===== config.mk =====
export PLATFORM = sky130hd
export DESIGN_NAME = neighbour_liveness_table_flat
export DESIGN_NICKNAME = d
export VERILOG_FILES = /design/src/design/nlt_pkg.sv /design/src/design/nlt_if.sv /design/src/design/nlt_cell.sv /design/src/design/neighbour_liveness_table.sv /design/src/flat_wrapper.sv
export VERILOG_INCLUDE_DIRS = /design/src /design/src/design
export SDC_FILE = /design/constraint.sdc
export NUM_CORES = 2
export LEC_CHECK = 0
export ABC_AREA = 1
export BUFFER_PORTS_ARGS = -buffer_cell sky130_fd_sc_hd__buf_2
export CAP_MARGIN = 30
export CELL_PAD_IN_SITES_DETAIL_PLACEMENT = 2
export CELL_PAD_IN_SITES_GLOBAL_PLACEMENT = 2
export CORE_AREA = 5 5 464 466
export DETAILED_ROUTE_END_ITERATION = 7
export DIE_AREA = 0 0 469 471
export PLACE_DENSITY_LB_ADDON = 0.1
export REMOVE_ABC_BUFFERS = 1
export SLEW_MARGIN = 25
export SYNTH_ARGS = -nofsm -noshare
export SYNTH_HDL_FRONTEND = slang
export SYNTH_SLANG_ARGS = --single-unit

===== constraint.sdc =====
create_clock -name clk_i -period 7.1 [get_ports clk_i]
set_input_delay 2.13 -clock clk_i [delete_from_list [all_inputs] [get_ports clk_i]]
set_output_delay 2.13 -clock clk_i [all_outputs]
set_load 0.05 [all_outputs]

===== src/design/neighbour_liveness_table_assert.svh =====
// ----------------------------------------------------------------------------
// Assertion macros for the neighbour liveness table
// Concurrent checks that disappear when SYNTHESIS is defined.
// ----------------------------------------------------------------------------
`ifndef NEIGHBOUR_LIVENESS_TABLE_ASSERT_SVH
`define NEIGHBOUR_LIVENESS_TABLE_ASSERT_SVH
`ifndef SYNTHESIS
`define NLT_ASSERT_IMPL(lbl, pre, post) \
  lbl: assert property (@(posedge clk_i) disable iff (!rst_ni) (pre) |-> (post)) \
    else $error("nlt assertion failed");
`define NLT_ASSERT_NEXT(lbl, pre, post) \
  lbl: assert property (@(posedge clk_i) disable iff (!rst_ni) (pre) |=> (post)) \
    else $error("nlt assertion failed");
`else
`define NLT_ASSERT_IMPL(lbl, pre, post)
`define NLT_ASSERT_NEXT(lbl, pre, post)
`endif
`endif


===== src/design/nlt_pkg.sv =====
// ----------------------------------------------------------------------------
// Neighbour liveness table package
// Shared widths, codes and structs.
// ----------------------------------------------------------------------------
package nlt_pkg;
  localparam int NODE_W      = 64;
  localparam int TIME_W      = 32;
  localparam int LIFE_W      = 16;
  localparam int MAX_RESULTS = 16;

  localparam logic [1:0] KIND_ADD     = 2'd0;
  localparam logic [1:0] KIND_REMOVE  = 2'd1;
  localparam logic [1:0] KIND_DROPPED = 2'd2;
  localparam logic [1:0] KIND_STATUS  = 2'd3;

  localparam logic [1:0] STATUS_NONE         = 2'd0;
  localparam logic [1:0] STATUS_RECONNECTED  = 2'd1;
  localparam logic [1:0] STATUS_DISCONNECTED = 2'd2;

  localparam logic OP_HELLO = 1'b0;
  localparam logic OP_TICK  = 1'b1;

  localparam logic REG_LIFETIME = 1'b0;
  localparam logic REG_BIDIR    = 1'b1;

  typedef enum logic [1:0] {ST_IDLE, ST_WALK, ST_HFIN, ST_FLUSH} nlt_state_e;

  typedef struct packed {
    logic              valid;
    logic [NODE_W-1:0] node;
    logic [TIME_W-1:0] stamp;
  } nlt_view_t;

  typedef struct packed {
    logic              adv;
    logic              clr;
    logic              stamp_wr;
    logic              ins;
    logic [NODE_W-1:0] node;
    logic [TIME_W-1:0] now;
  } nlt_cmd_t;

  typedef struct packed {
    logic [1:0]        kind;
    logic [NODE_W-1:0] node;
    logic              bidir;
    logic [1:0]        status;
    logic              last;
  } nlt_result_t;
endpackage


===== src/design/nlt_if.sv =====
// ----------------------------------------------------------------------------
// Neighbour liveness table channels
// Valid/ready interfaces for hello/tick items and notices.
// ----------------------------------------------------------------------------
interface nlt_in_if;
  import nlt_pkg::*;
  logic              valid;
  logic              ready;
  logic              op;
  logic [NODE_W-1:0] node_id;
  logic [TIME_W-1:0] now_seconds;
  modport source (output valid, op, node_id, now_seconds, input ready);
  modport sink   (input valid, op, node_id, now_seconds, output ready);
endinterface

interface nlt_out_if;
  import nlt_pkg::*;
  logic              valid;
  logic              ready;
  logic [1:0]        notice_kind;
  logic [NODE_W-1:0] notice_node;
  logic              notice_bidirectional;
  logic [1:0]        status_change;
  logic              last;
  modport source (output valid, notice_kind, notice_node, notice_bidirectional,
                  status_change, last, input ready);
  modport sink   (input valid, notice_kind, notice_node, notice_bidirectional,
                  status_change, last, output ready);
endinterface


===== src/design/nlt_cell.sv =====
// ----------------------------------------------------------------------------
// Neighbour table cell
// Holds one entry and passes the walk token to the next cell.
// ----------------------------------------------------------------------------
module nlt_cell #(
  parameter int IdW  = 64,
  parameter int PosW = 4,
  parameter int Idx  = 0
) (
  input  logic              clk_i,
  input  logic              rst_ni,
  input  logic              active_i,
  output logic              active_o,
  input  nlt_pkg::nlt_cmd_t cmd_i,
  input  logic [PosW-1:0]   ins_idx_i,
  output nlt_pkg::nlt_view_t view_o,
  output logic              valid_o
);
  import nlt_pkg::*;

  logic              active_q;
  logic              valid_q;
  logic [IdW-1:0]    node_q;
  logic [TIME_W-1:0] stamp_q;
  logic              sel_ins;

  assign sel_ins = cmd_i.ins && (ins_idx_i == PosW'(Idx));

  always_ff @(posedge clk_i or negedge rst_ni) begin
    if (!rst_ni) begin
      active_q <= 1'b0;
      valid_q  <= 1'b0;
    end else begin
      if (cmd_i.adv) active_q <= active_i;
      if (sel_ins) begin
        valid_q <= 1'b1;
      end else if (cmd_i.clr && active_q) begin
        valid_q <= 1'b0;
      end
    end
  end

  always_ff @(posedge clk_i) begin
    if (sel_ins) begin
      node_q  <= cmd_i.node[IdW-1:0];
      stamp_q <= cmd_i.now;
    end else if (cmd_i.stamp_wr && active_q) begin
      stamp_q <= cmd_i.now;
    end
  end

  assign active_o = active_q;
  assign valid_o  = valid_q;

  always_comb begin
    view_o = '0;
    if (active_q) begin
      view_o.valid = valid_q;
      view_o.node  = NODE_W'(node_q);
      view_o.stamp = stamp_q;
    end
  end
endmodule


===== src/design/neighbour_liveness_table.sv =====
// ----------------------------------------------------------------------------
// Neighbour liveness table
// An item walks a token along TABLE_DEPTH cells, one cell per cycle unless a
// tick result must wait for a full output; ready is high only when idle.
// Tick notices can appear during the walk, the final one after the walk.
// Reset clears all valid bits, marks the node connected, and sets
// lifetime to 3 seconds and bidirectional to 1.
// ----------------------------------------------------------------------------
`include "neighbour_liveness_table_assert.svh"
module neighbour_liveness_table #(
  parameter int TABLE_DEPTH = 16,
  parameter int ID_BYTES    = 8
) (
  input  logic        clk_i,
  input  logic        rst_ni,
  nlt_in_if.sink      in_i,
  nlt_out_if.source   out_o,
  input  logic        psel,
  input  logic        penable,
  input  logic        pwrite,
  input  logic [2:0]  paddr,
  input  logic [31:0] pwdata,
  output logic [31:0] prdata,
  output logic        pready
);
  import nlt_pkg::*;

  localparam int IdW  = ID_BYTES * 8;
  localparam int PosW = (TABLE_DEPTH > 1) ? $clog2(TABLE_DEPTH) : 1;
  localparam int CntW = $clog2(TABLE_DEPTH + 1);
  localparam int EmW  = $clog2(MAX_RESULTS + 1);

  nlt_state_e        state_q, state_d;
  logic [PosW-1:0]   pos_q, pos_d, free_idx_q, free_idx_d;
  logic [CntW-1:0]   cnt_q, cnt_d;
  logic [EmW-1:0]    emit_q, emit_d;
  logic              conn_q, conn_d, op_q, op_d, recon_q, recon_d;
  logic              hit_q, hit_d, free_v_q, free_v_d;
  logic              pend_v_q, pend_v_d, out_v_q, out_v_d;
  logic [NODE_W-1:0] id_q, id_d;
  logic [TIME_W-1:0] now_q, now_d;
  nlt_result_t       pend_q, pend_d, out_q, out_d;
  logic [LIFE_W-1:0] life_q;
  logic              bidir_q;

  nlt_cmd_t           cmd;
  nlt_view_t          views [TABLE_DEPTH];
  nlt_view_t          view;
  logic [TABLE_DEPTH-1:0] act_vec, valid_vec;
  logic               start, out_free, load_out, new_res;
  logic [32:0]        age;
  logic [17:0]        three_life;
  logic               fail_c, erase_c, match_c;
  logic [1:0]         st_rm;

  // configuration port
  assign pready = 1'b1;
  assign prdata = (paddr[2] == REG_BIDIR) ? {31'b0, bidir_q} : {16'b0, life_q};

  always_ff @(posedge clk_i or negedge rst_ni) begin
    if (!rst_ni) begin
      life_q  <= LIFE_W'(3);
      bidir_q <= 1'b1;
    end else if (psel && penable && pwrite) begin
      if (paddr[2] == REG_LIFETIME) begin
        life_q <= pwdata[LIFE_W-1:0];
      end else begin
        bidir_q <= pwdata[0];
      end
    end
  end

  // cell row
  for (genvar g = 0; g < TABLE_DEPTH; g++) begin : g_cell
    logic act_in;
    if (g == 0) begin : g_head
      assign act_in = start;
    end else begin : g_link
      assign act_in = act_vec[g-1];
    end
    nlt_cell #(.IdW(IdW), .PosW(PosW), .Idx(g)) u_cell (
      .clk_i    (clk_i),
      .rst_ni   (rst_ni),
      .active_i (act_in),
      .active_o (act_vec[g]),
      .cmd_i    (cmd),
      .ins_idx_i(free_idx_q),
      .view_o   (views[g]),
      .valid_o  (valid_vec[g])
    );
  end

  always_comb begin
    view = '0;
    for (int i = 0; i < TABLE_DEPTH; i++) view = view | views[i];
  end

  assign age        = {1'b0, now_q} - {1'b0, view.stamp};
  assign three_life = {1'b0, life_q, 1'b0} + 18'(life_q);
  assign fail_c     = view.valid && !age[32] && (age[31:0] > 32'(life_q));
  assign erase_c    = {age[31:0], 1'b0} > 33'(three_life);
  assign match_c    = view.valid && (view.node == id_q);
  assign out_free   = !out_v_q || out_o.ready;
  assign in_i.ready = (state_q == ST_IDLE);

  always_comb begin
    state_d    = state_q;
    pos_d      = pos_q;
    free_idx_d = free_idx_q;
    cnt_d      = cnt_q;
    emit_d     = emit_q;
    conn_d     = conn_q;
    op_d       = op_q;
    recon_d    = recon_q;
    hit_d      = hit_q;
    free_v_d   = free_v_q;
    pend_v_d   = pend_v_q;
    pend_d     = pend_q;
    id_d       = id_q;
    now_d      = now_q;
    out_d      = out_q;
    load_out   = 1'b0;
    start      = 1'b0;
    new_res    = 1'b0;
    st_rm      = STATUS_NONE;
    cmd          = '0;
    cmd.adv      = 1'b1;
    cmd.node     = id_q;
    cmd.now      = now_q;
    case (state_q)
      ST_IDLE: begin
        if (in_i.valid) begin
          op_d     = in_i.op;
          id_d     = NODE_W'(in_i.node_id[IdW-1:0]);
          now_d    = in_i.now_seconds;
          hit_d    = 1'b0;
          free_v_d = 1'b0;
          emit_d   = '0;
          pos_d    = '0;
          if (in_i.op == OP_HELLO) begin
            recon_d = (cnt_q == '0) || !conn_q;
            conn_d  = 1'b1;
            start   = 1'b1;
            state_d = ST_WALK;
          end else if (conn_q) begin
            start   = 1'b1;
            state_d = ST_WALK;
          end
        end
      end
      ST_WALK: begin
        if (op_q == OP_HELLO) begin
          if (match_c && !hit_q) begin
            hit_d        = 1'b1;
            cmd.stamp_wr = 1'b1;
          end
          if (!view.valid && !free_v_q) begin
            free_v_d   = 1'b1;
            free_idx_d = pos_q;
          end
        end else begin
          new_res = fail_c && (emit_q < EmW'(MAX_RESULTS));
          if (new_res && pend_v_q && !out_free) begin
            cmd.adv = 1'b0;  // hold the token until the output drains
          end else if (fail_c) begin
            if ((cnt_q == CntW'(1)) && conn_q) begin
              conn_d = 1'b0;
              st_rm  = STATUS_DISCONNECTED;
            end
            if (erase_c) begin
              cmd.clr = 1'b1;
              cnt_d   = cnt_q - CntW'(1);
            end
            if (new_res) begin
              emit_d = emit_q + EmW'(1);
              if (pend_v_q) begin
                load_out = 1'b1;
                out_d    = pend_q;
              end
              pend_v_d = 1'b1;
              pend_d   = '{kind: KIND_REMOVE, node: view.node, bidir: bidir_q,
                           status: st_rm, last: 1'b0};
            end
          end
        end
        if (cmd.adv) begin
          pos_d = pos_q + PosW'(1);
          if (pos_q == PosW'(TABLE_DEPTH - 1)) begin
            state_d = (op_q == OP_HELLO) ? ST_HFIN : ST_FLUSH;
          end
        end
      end
      ST_HFIN: begin
        out_d = '{kind: KIND_STATUS, node: id_q, bidir: bidir_q,
                  status: recon_q ? STATUS_RECONNECTED : STATUS_NONE, last: 1'b1};
        if (hit_q) begin
          if (!recon_q) begin
            state_d = ST_IDLE;
          end else if (out_free) begin
            load_out = 1'b1;
            state_d  = ST_IDLE;
          end
        end else if (out_free) begin
          load_out = 1'b1;
          state_d  = ST_IDLE;
          if (free_v_q) begin
            cmd.ins    = 1'b1;
            cnt_d      = cnt_q + CntW'(1);
            out_d.kind = KIND_ADD;
          end else begin
            out_d.kind = KIND_DROPPED;
          end
        end
      end
      ST_FLUSH: begin
        if (!pend_v_q) begin
          state_d = ST_IDLE;
        end else if (out_free) begin
          load_out   = 1'b1;
          out_d      = pend_q;
          out_d.last = 1'b1;
          pend_v_d   = 1'b0;
          state_d    = ST_IDLE;
        end
      end
      default: state_d = ST_IDLE;
    endcase
    out_v_d = load_out ? 1'b1 : (out_o.ready ? 1'b0 : out_v_q);
  end

  always_ff @(posedge clk_i or negedge rst_ni) begin
    if (!rst_ni) begin
      state_q  <= ST_IDLE;
      pos_q    <= '0;
      free_idx_q <= '0;
      cnt_q    <= '0;
      emit_q   <= '0;
      conn_q   <= 1'b1;
      op_q     <= OP_HELLO;
      recon_q  <= 1'b0;
      hit_q    <= 1'b0;
      free_v_q <= 1'b0;
      pend_v_q <= 1'b0;
      out_v_q  <= 1'b0;
    end else begin
      state_q  <= state_d;
      pos_q    <= pos_d;
      free_idx_q <= free_idx_d;
      cnt_q    <= cnt_d;
      emit_q   <= emit_d;
      conn_q   <= conn_d;
      op_q     <= op_d;
      recon_q  <= recon_d;
      hit_q    <= hit_d;
      free_v_q <= free_v_d;
      pend_v_q <= pend_v_d;
      out_v_q  <= out_v_d;
    end
  end

  always_ff @(posedge clk_i) begin
    id_q   <= id_d;
    now_q  <= now_d;
    pend_q <= pend_d;
    if (load_out) out_q <= out_d;
  end

  assign out_o.valid                = out_v_q;
  assign out_o.notice_kind          = out_q.kind;
  assign out_o.notice_node          = out_q.node;
  assign out_o.notice_bidirectional = out_q.bidir;
  assign out_o.status_change        = out_q.status;
  assign out_o.last                 = out_q.last;

  `NLT_ASSERT_IMPL(a_token_onehot, 1'b1, $onehot0(act_vec))
  `NLT_ASSERT_IMPL(a_count_tracks, 1'b1, $countones(valid_vec) == int'(cnt_q))
  `NLT_ASSERT_IMPL(a_idle_drained, state_q == ST_IDLE, !pend_v_q)
  `NLT_ASSERT_NEXT(a_tick_offline, state_q == ST_IDLE && in_i.valid && in_i.op == OP_TICK && !conn_q, state_q == ST_IDLE)
endmodule


===== src/flat_wrapper.sv =====
// flat-port wrapper written by rule: the top's interface ports become plain ports
module neighbour_liveness_table_flat import nlt_pkg::*;
#(
  parameter int TABLE_DEPTH = 16,
  parameter int ID_BYTES    = 8
)
  (clk_i, rst_ni, psel, penable, pwrite, paddr, pwdata, prdata, pready, in_i_valid, in_i_op, in_i_node_id, in_i_now_seconds, in_i_ready, out_o_valid, out_o_notice_kind, out_o_notice_node, out_o_notice_bidirectional, out_o_status_change, out_o_last, out_o_ready);
  nlt_in_if in_i_i ();
  nlt_out_if out_o_i ();
  input  logic clk_i;
  input  logic rst_ni;
  input  logic psel;
  input  logic penable;
  input  logic pwrite;
  input  logic [2:0] paddr;
  input  logic [31:0] pwdata;
  output logic [31:0] prdata;
  output logic pready;
  input wire logic [$bits(in_i_i.valid)-1:0] in_i_valid;
  input wire logic [$bits(in_i_i.op)-1:0] in_i_op;
  input wire logic [$bits(in_i_i.node_id)-1:0] in_i_node_id;
  input wire logic [$bits(in_i_i.now_seconds)-1:0] in_i_now_seconds;
  output wire logic [$bits(in_i_i.ready)-1:0] in_i_ready;
  output wire logic [$bits(out_o_i.valid)-1:0] out_o_valid;
  output wire logic [$bits(out_o_i.notice_kind)-1:0] out_o_notice_kind;
  output wire logic [$bits(out_o_i.notice_node)-1:0] out_o_notice_node;
  output wire logic [$bits(out_o_i.notice_bidirectional)-1:0] out_o_notice_bidirectional;
  output wire logic [$bits(out_o_i.status_change)-1:0] out_o_status_change;
  output wire logic [$bits(out_o_i.last)-1:0] out_o_last;
  input wire logic [$bits(out_o_i.ready)-1:0] out_o_ready;
  assign in_i_i.valid = in_i_valid;
  assign in_i_i.op = in_i_op;
  assign in_i_i.node_id = in_i_node_id;
  assign in_i_i.now_seconds = in_i_now_seconds;
  assign in_i_ready = in_i_i.ready;
  assign out_o_valid = out_o_i.valid;
  assign out_o_notice_kind = out_o_i.notice_kind;
  assign out_o_notice_node = out_o_i.notice_node;
  assign out_o_notice_bidirectional = out_o_i.notice_bidirectional;
  assign out_o_status_change = out_o_i.status_change;
  assign out_o_last = out_o_i.last;
  assign out_o_i.ready = out_o_ready;
  neighbour_liveness_table #(.TABLE_DEPTH(TABLE_DEPTH), .ID_BYTES(ID_BYTES)) u_core (.clk_i(clk_i), .rst_ni(rst_ni), .in_i(in_i_i), .out_o(out_o_i), .psel(psel), .penable(penable), .pwrite(pwrite), .paddr(paddr), .pwdata(pwdata), .prdata(prdata), .pready(pready));
endmodule

# Word-level counts from Yosys, hierarchy flattened
# Index checks and enable logic that the tools add are counted.
[op_classes]
magnitude_cmp = 3
addsub = 6
n_eq_ne = 41
n_bitwise = 19
n_reduce_logical = 123
muxes = 172
[ops]
columns = ["cell", "count"]
rows = [
  ["two-way mux 97 bit", 16],
  ["bitwise OR 97 bit", 15],
  ["two-way mux 32 bit", 32],
  ["two-way mux 70 bit", 7],
  ["case mux 70 bit (3 select lines)", 1],
  ["two-way mux 1 bit", 76],
  ["nonzero test 2 bit", 36],
  ["== test 64 bit", 1],
  ["two-way mux 5 bit", 12],
  ["logical AND 1 bit", 59],
  ["== test 4 bit (second input constant)", 9],
  ["greater-than comparator 33 x 18 -> 1 bit", 1],
  ["subtractor 32 x 32 -> 33 bit", 1],
  ["greater-than comparator 32 x 16 -> 1 bit", 1],
  ["two-way mux 2 bit", 15],
  ["inequality test 2 x 1 -> 1 bit (second input constant)", 14],
  ["case mux 5 bit (2 select lines)", 2],
  ["adder 17 x 16 -> 18 bit", 1],
  ["== test 4 x 3 -> 1 bit (second input constant)", 4],
  ["two-way mux 16 bit", 1],
  ["AND reduction 4 bit", 3],
  ["adder 5 x 1 -> 5 bit (second input constant)", 2],
  ["inequality test 2 bit (second input constant)", 5],
  ["AND reduction 5 bit", 2],
  ["other kinds (28)", 48],
]
[totals]
word_cells = 452
reg_bits = 1845
out_inout_bits = 105
in_bits = 139

# Depth between registers and ports, before layout
[logic_depth]
word_depth = 30
depth_mapped = 43
mapped_depth_nobuf = 39

# Hierarchy
# A second synthesis with hierarchy kept.
[hier_totals]
hier_cells = 7467
area_unflattened_um2 = 81200.4
[modules_own_cells]
columns = ["mod", "area_each_um2", "cells_per_inst", "n_inst"]
rows = [
  ["neighbour_liveness_table", 19165.9, 2402, 1],
  ["nlt_cell at u_core.g_cell[10].u_cell ...", 3881.2, 318, 4],
  ["nlt_cell at u_core.g_cell[11].u_cell ...", 3876.2, 317, 4],
  ["nlt_cell at u_core.g_cell[13].u_cell ...", 3878.7, 315, 2],
  ["nlt_cell at u_core.g_cell[4].u_cell ...", 3877.5, 317, 2],
  ["nlt_cell at u_core.g_cell[1].u_cell ...", 3873.7, 316, 2],
  ["nlt_cell at u_core.g_cell[15].u_cell", 3875.0, 314, 1],
  ["nlt_cell at u_core.g_cell[0].u_cell", 3870.0, 315, 1],
]

# Worst setup path before layout
# Ideal clock, no wire load.
[synth_path]
path_type = "register to register"
startpoint = "register u_core.g_cell[0].u_cell.active_q"
endpoint = "register u_core.pend_q[10] in the netlist's numbering, enable pin"
n_path_buf = 4
setup_time_ps = 491
slack_ps = -529
stages_incl_launch_ff = 39
period_less_slack_ps = 7629
required_time_ps = 6609
arrival_time_ps = 7138
path_cell_list = "dfrtp_1 -> buf_6 -> buf_6 -> buf_2 -> buf_1 -> nand2_1 -> nand3_1 -> a221oi_1 -> nand4_1 -> a21oi_1 -> nand3_1 -> a21oi_1 -> nand3_1 -> a221oi_1 -> ha_1 -> nand2_1 -> nand2_1 -> inv_2 -> (+3 left out) -> nand2_1 -> nand2_1 -> xor2_1 -> ha_1 -> nand2_1 -> nor4_1 -> nand2_1 -> nand2_1 -> nand2_1 -> nand2_1 -> nor2_1 -> nand2_1 -> nor2_2 -> nand2_4 -> nand3_2 -> nor2_2 -> inv_2 -> nor2_1"
[synth_between]
elab_chain_cells = 25
word_cells_on_any_way = 26
classes_between = "1 x add/sub; 1 x order compare; 1 x mux; 16 x bitwise; 7 x reduce/logical"
[synth_rtl]
columns = ["item", "line_no", "text"]
rows = [
  ["start, declared", "nlt_cell.sv:21", "logic active_q;"],
  ["start signal, assigned", "nlt_cell.sv:34", "if (cmd_i.adv) active_q <= active_i;"],
  ["two-way mux 97 bit *", "nlt_cell.sv:57", "if (active_q) begin"],
  ["bitwise OR 97 bit * (15 in a row)", "neighbour_liveness_table.sv:95", "for (int i = 0; i < TABLE_DEPTH; i++) view = view | views[i];"],
  ["parallel branches: the longest is 3 deep, another holds subtractor 32 x 32 -> 33 bit", "--", ""],
  ["logical AND 1 bit *", "neighbour_liveness_table.sv:100", "assign fail_c = view.valid && !age[32] && (age[31:0] > 32'(life_q));"],
  ["logical AND 1 bit", "neighbour_liveness_table.sv:162", "new_res = fail_c && (emit_q < EmW'(MAX_RESULTS));"],
  ["logical AND 1 bit (2 in a row)", "neighbour_liveness_table.sv:163", "if (new_res && pend_v_q && !out_free) begin"],
  ["NOT 1 bit (no source line)", "--", ""],
  ["AND reduction 5 bit (no source line) *", "--", ""],
  ["end signal, assigned", "neighbour_liveness_table.sv:264", "pend_q <= pend_d;"],
  ["end, declared", "neighbour_liveness_table.sv:42", "nlt_result_t pend_q, pend_d, out_q, out_d;"],
]
# Every way passes the cells marked *.
# A chain may end at the register's enable or synchronous reset.

# Worst setup path after layout
[layout_path]
startpoint = "register u_core.g_cell[0].u_cell.active_q"
endpoint = "register u_core.out_q (netlist bit u_core.out_o.notice_node[53]), enable pin"
[layout_between]
elab_chain_cells = 27
word_cells_on_any_way = 33
classes_between = "1 x add/sub; 1 x order compare; 3 x eq/ne; 6 x mux; 15 x bitwise; 7 x reduce/logical"
[layout_rtl]
columns = ["item", "line_no", "text"]
rows = [
  ["two-way mux 97 bit *", "nlt_cell.sv:57", ""],
  ["bitwise OR 97 bit * (15 in a row)", "neighbour_liveness_table.sv:95", ""],
  ["parallel branches: the longest is 3 deep, another holds subtractor 32 x 32 -> 33 bit", "--", ""],
  ["logical AND 1 bit *", "neighbour_liveness_table.sv:100", ""],
  ["logical AND 1 bit", "neighbour_liveness_table.sv:162", ""],
  ["two-way mux 1 bit / logical AND 1 bit (equally long branches)", "neighbour_liveness_table.sv:174, neighbour_liveness_table.sv:163", ""],
  ["two-way mux 1 bit / logical AND 1 bit (equally long branches)", "neighbour_liveness_table.sv:165, neighbour_liveness_table.sv:163", ""],
  ["two-way mux 1 bit", "neighbour_liveness_table.sv:163", ""],
  ["two-way mux 1 bit", "neighbour_liveness_table.sv:152", "if (op_q == OP_HELLO) begin"],
  ["case mux 1 bit (3 select lines)", "neighbour_liveness_table.sv:130", "case (state_q)"],
  ["AND reduction 9 bit (no source line) *", "--", ""],
  ["end signal, assigned", "neighbour_liveness_table.sv:265", "if (load_out) out_q <= out_d;"],
  ["end, declared", "neighbour_liveness_table.sv:42", ""],
]
# Marks and branches as above.

==> summary.log <==
INFO  timing         fmax=0.157GHz
INFO  critical_path  cpPeakStageDelay=0.60ns
INFO  finish         postLayoutCellArea=0.0846sqmm
INFO  power          ir_worst_vdd=0.274mV
INFO  timing         setup_viol=0
INFO  finish         layout_commonest_cell=sky130_fd_sc_hd__edfxtp_1
INFO  status         run_status=complete, no violations
INFO  run            maxCapViolations=0
INFO  critical_path  critPathMaxFanout=19
INFO  finish         fin_nets=5940
INFO  cts            tritoncts_clock_tree=done
INFO  placement      place.detailed.hpwl=142000um
INFO  cts            ctsHtreeMaxLevel=4
INFO  power          net-switching-power=10.2mW
INFO  cts            cts.root.buffer_cell=sky130_fd_sc_hd__clkbuf_16
INFO  synthesis      synth_simple_gate_area_share=12.5%
INFO  critical_path  crit_path_frequent_cell=sky130_fd_sc_hd__nand2_1
INFO  critical_path  worstPathArrival=6.89ns
INFO  synthesis      mux_contribution_to_synthesized_area=0%
INFO  cts            cts_repair_resize_count=0
INFO  route          drt.antenna.violating_nets=0
INFO  placement      dp.cells=8325
INFO  finish         area.sequential=0.0551sqmm
INFO  synthesis      seq_area_frac_synth=75.0%
INFO  route          finalWirelength=249000um
INFO  route          routedWlPerCell=28.6um
INFO  route          detail_route.vias_per_cell=5.25
INFO  timing         final.period_utilization=89.5%
INFO  timing         worst_hold_margin=0.482ns
INFO  finish         mostFrequentLayoutCells=sky130_fd_sc_hd__edfxtp_1 (1768), sky130_fd_sc_hd__nand2_1 (1501), sky130_fd_sc_hd__inv_1 (329), sky130_fd_sc_hd__nand3_1 (240), sky130_fd_sc_hd__buf_2 (207)
INFO  global_routing number_of_antenna_violations_at_the_first_check_in_global_routing=3
INFO  timing         clock_skew=0.0604ns
INFO  global_routing grt_usage=22.4%
INFO  cts            clkSlewWorstSetupHoldPaths=0.06ns
INFO  route          vias=45700
INFO  synthesis      synth-edff-count=1768
INFO  cts            cts_hold_buffers=0
INFO  global_routing grt_start_max_net_pins=72
INFO  critical_path  worst_setup_sp_type=flip-flop
INFO  synthesis      synth_flop_cell=sky130_fd_sc_hd__edfxtp_1
INFO  power          leakagePower=30.2nW
INFO  power          comb_power_share=24.2%
INFO  placement      placed_cell_area=0.0782sqmm
INFO  synthesis      synth.yosys.warnings=0
INFO  placement      numPortBuffers=208
INFO  cts            clk_latency=0.87ns
INFO  timing         final_critical_path_time_including_i_o_delays_and_setup=6.35ns
INFO  synthesis      synth.ff_latch_count=1844
INFO  critical_path  crit_path_kind=reg2reg
INFO  global_routing grt.met2_usage=39.6%
INFO  finish         fillerInstances=21100
INFO  global_routing globalRouteOverflowTotal=0
INFO  critical_path  critPathSlowestCell=sky130_fd_sc_hd__dfrtp_4
INFO  synthesis      mappedNetlistArea=0.0733sqmm
INFO  global_routing global_route.peak_usage_layer=met2
INFO  placement      gp_routability_congestion=0.771
INFO  synthesis      synth_area_per_cell=13.7squm
INFO  power          powerDensity=364mW/mm^2
INFO  critical_path  worst_ep_required_time=7.64ns
INFO  timing         timing.max_slew.rel_slack=37.3%
INFO  cts            cts-root-to-sink-buffers=3
INFO  die            core_area=0.211sqmm
INFO  power          p_sw_share=33.1%
INFO  synthesis      async_flop_share=4.12%
INFO  timing         report.final.hold_viol_count=0
INFO  power          p_int=20.6mW
INFO  power          p_seq_share=42.5%
INFO  die            top_level_ports=244
INFO  global_routing number_of_global_route_vias_before_repair=49700
INFO  synthesis      fraction_of_the_mapped_netlist_area_in_adder_cells=1.56%
INFO  timing         final_max_slew_viol_count=0
INFO  synthesis      synthCells=5367
INFO  critical_path  cp_num_buf_inv=7
INFO  global_routing grt.met3_usage=2.58%
INFO  die            fp.dieW=469um
INFO  timing         worst_pin_slew=0.940ns
INFO  critical_path  timing.critical_path.max_delay_family=simple AND/OR/NAND/NOR gates
INFO  cts            post_cts.repair.setup_buffers=0
INFO  route          first_pass_iters=7
INFO  synthesis      yosysUniqueCellTypes=64
INFO  die            die_h=471um
INFO  die            num_rows=169
INFO  route          detail_route.drc_violations=0
INFO  critical_path  timing.critical_path.to_type=flip-flop
INFO  route          drtIter0Drc=3578
INFO  synthesis      synth_compound_gate_area_share=6.23%
INFO  power          clkPwrFrac=33.3%
INFO  finish         area_delta_synth_final=15.5%
INFO  global_routing first_pass_grt_wire_length=358000um
INFO  finish         multi_input_area=0.0157sqmm
INFO  timing         rsz0062_at_grt=no
INFO  cts            cts_num_sinks=1844
INFO  synthesis      synth-xor-area-share=0.753%
INFO  power          total_power=30.8mW
INFO  cts            cts_made_buffers=203
INFO  synthesis      largest_family_of_logic_cells_by_synthesized_area=simple AND/OR/NAND/NOR gates
INFO  global_routing groute.layer.met1.usage=29.7%
INFO  finish         layoutNonFillerInstCount=8702
INFO  worst_hold_path min-delay-path-class=reg2reg
INFO  die            initial_utilization=34.8%
INFO  finish         drive_above_1_share=13.3%
INFO  die            design.die.area=0.221sqmm
[state kept, by name, summed over array words and instances (netlist names), 2 cells and up]
signal,count
u_core.life_q,16
u_core.g_cell.u_cell.valid_o,16
u_core.out_o.status_change,2
u_core.pos_q,4
u_core.id_q,64
u_core.g_cell.u_cell.active_o,16
u_core.g_cell.u_cell.stamp_q,512
u_core.state_q,2
u_core.pend_q,66
u_core.out_o.notice_kind,2
u_core.now_q,32
u_core.out_o.notice_node,64
u_core.free_idx_q,4
u_core.cnt_q,5
u_core.g_cell.u_cell.node_q,1024
u_core.emit_q,5
[worst register-to-register path: cells and delay by family, from the launching register on]
family / cells / cell delay (ns)
buffers and inverters: 7 / 1.21
adders and majority gates: 2 / 0.62
DFF: 1 / 0.60
and+or+nand+nor: 20 / 2.19
AOI/OAI and AO/OA: 4 / 1.18
xor gates and xnor gates: 1 / 0.21
[synthesized netlist by cell type (15+ instances only)]
library cell               instances  area (sq um)
sky130_fd_sc_hd__edfxtp_1       1768         53100
sky130_fd_sc_hd__nand2_1        1518          5700
sky130_fd_sc_hd__inv_1           330          1240
sky130_fd_sc_hd__nand3_1         240          1200
sky130_fd_sc_hd__nor2_1          192           721
sky130_fd_sc_hd__a221oi_1        150          1310
sky130_fd_sc_hd__a21oi_1         141           706
sky130_fd_sc_hd__nand4_1         137           857
sky130_fd_sc_hd__a22o_1          124          1090
sky130_fd_sc_hd__ha_1             88          1100
sky130_fd_sc_hd__o21ai_0          78           390
sky130_fd_sc_hd__dfrtp_1          72          1800
sky130_fd_sc_hd__buf_6            71           800
sky130_fd_sc_hd__xor2_1           57           499
sky130_fd_sc_hd__buf_2            52           260
sky130_fd_sc_hd__clkbuf_1         52           195
sky130_fd_sc_hd__a211oi_1         36           270
sky130_fd_sc_hd__buf_4            31           233
sky130_fd_sc_hd__nand2_2          23           144
sky130_fd_sc_hd__inv_2            17          63.8
sky130_fd_sc_hd__nor3_1           17          85.1
sky130_fd_sc_hd__o21ai_1          17          85.1
sky130_fd_sc_hd__a221oi_2         16           240
sky130_fd_sc_hd__o21ai_2          16           140
sky130_fd_sc_hd__buf_1            15          56.3
sky130_fd_sc_hd__nor2_2           15          93.8
[per-stage QoR]
step	setup TNS [ns]	setup slack, ns	util (%)
2_1_floorplan	-95.81	-1.37	-
4_1_cts	0	0.395	40.1
3_5_place_dp	0	0.398	37.1
5_1_grt	0	0.0951	40.1
3_3_place_gp	0	0.325	37.1
6_report	0	0.747	40.1
[power by group through the flow]
stage / Sequential, mW / Combinational, mW / Clock, mW
floorplan: 13.6 / 4.24 / 0
global placement: 13.3 / 7.44 / 0
detailed placement: 13.3 / 7.63 / 0
CTS: 13.1 / 7.67 / 10.5
global route: 13.2 / 8.33 / 11.0
finish: 13.1 / 7.46 / 10.2
[cell type report]
cell class / count / share of cell area (%)
flip-flops and latches: 1844 / 65.1
inverters: 350 / 1.56
clock inverters: 105 / 1.20
clock buffers: 267 / 6.35
diodes: 3 / 0.00887
repair buffers: 346 / 3.16
well taps: 2821 / 4.17
multi-input cells: 2966 / 18.5
[layer usage]
metal,routed length (um),up-vias
li1,-,20100
met1,109000,24500
met2,127000,877
met3,8830,247
met4,4430,0
met5,0,-
[kinds of logic (layout without fill, tap and decap cells)]
family                   Yosys count  in the layout
AO/OA/AOI/OAI                    618            618
flip-flops                      1844           1844
buffers and inverters            572           1068
other                              2             20
XOR/XNOR                          63             63
AND/OR/NAND/NOR                 2178           2178
adder cells (fa/ha/maj)           90             90
[path summary, 6_finish.rpt]
| check | cells after the start | slack, ns | to | from |
|---|---|---|---|---|
| hold reg to reg | 2 | 0.48 | u_core.conn_q$_DFFE_PN1P_ | u_core.conn_q$_DFFE_PN1P_ |
| hold / removal | 2 | 0.48 | u_core.conn_q$_DFFE_PN1P_ | u_core.conn_q$_DFFE_PN1P_ |
| setup / recovery | 34 | 0.75 | u_core.out_o.notice_node[53]$_DFFE_PP_ | u_core.g_cell[0].u_cell.active_o$_DFFE_PN0P_ |
| max in group asynchronous | 2 | 4.67 | u_core.conn_q$_DFFE_PN1P_ | rst_ni |
| min in group asynchronous | 1 | 1.38 | u_core.life_q[15]$_DFFE_PN0P_ | rst_ni |
| setup reg to reg | 34 | 0.75 | u_core.out_o.notice_node[53]$_DFFE_PP_ | u_core.g_cell[0].u_cell.active_o$_DFFE_PN0P_ |
No activity file was read; power rests on OpenSTA's default activity.
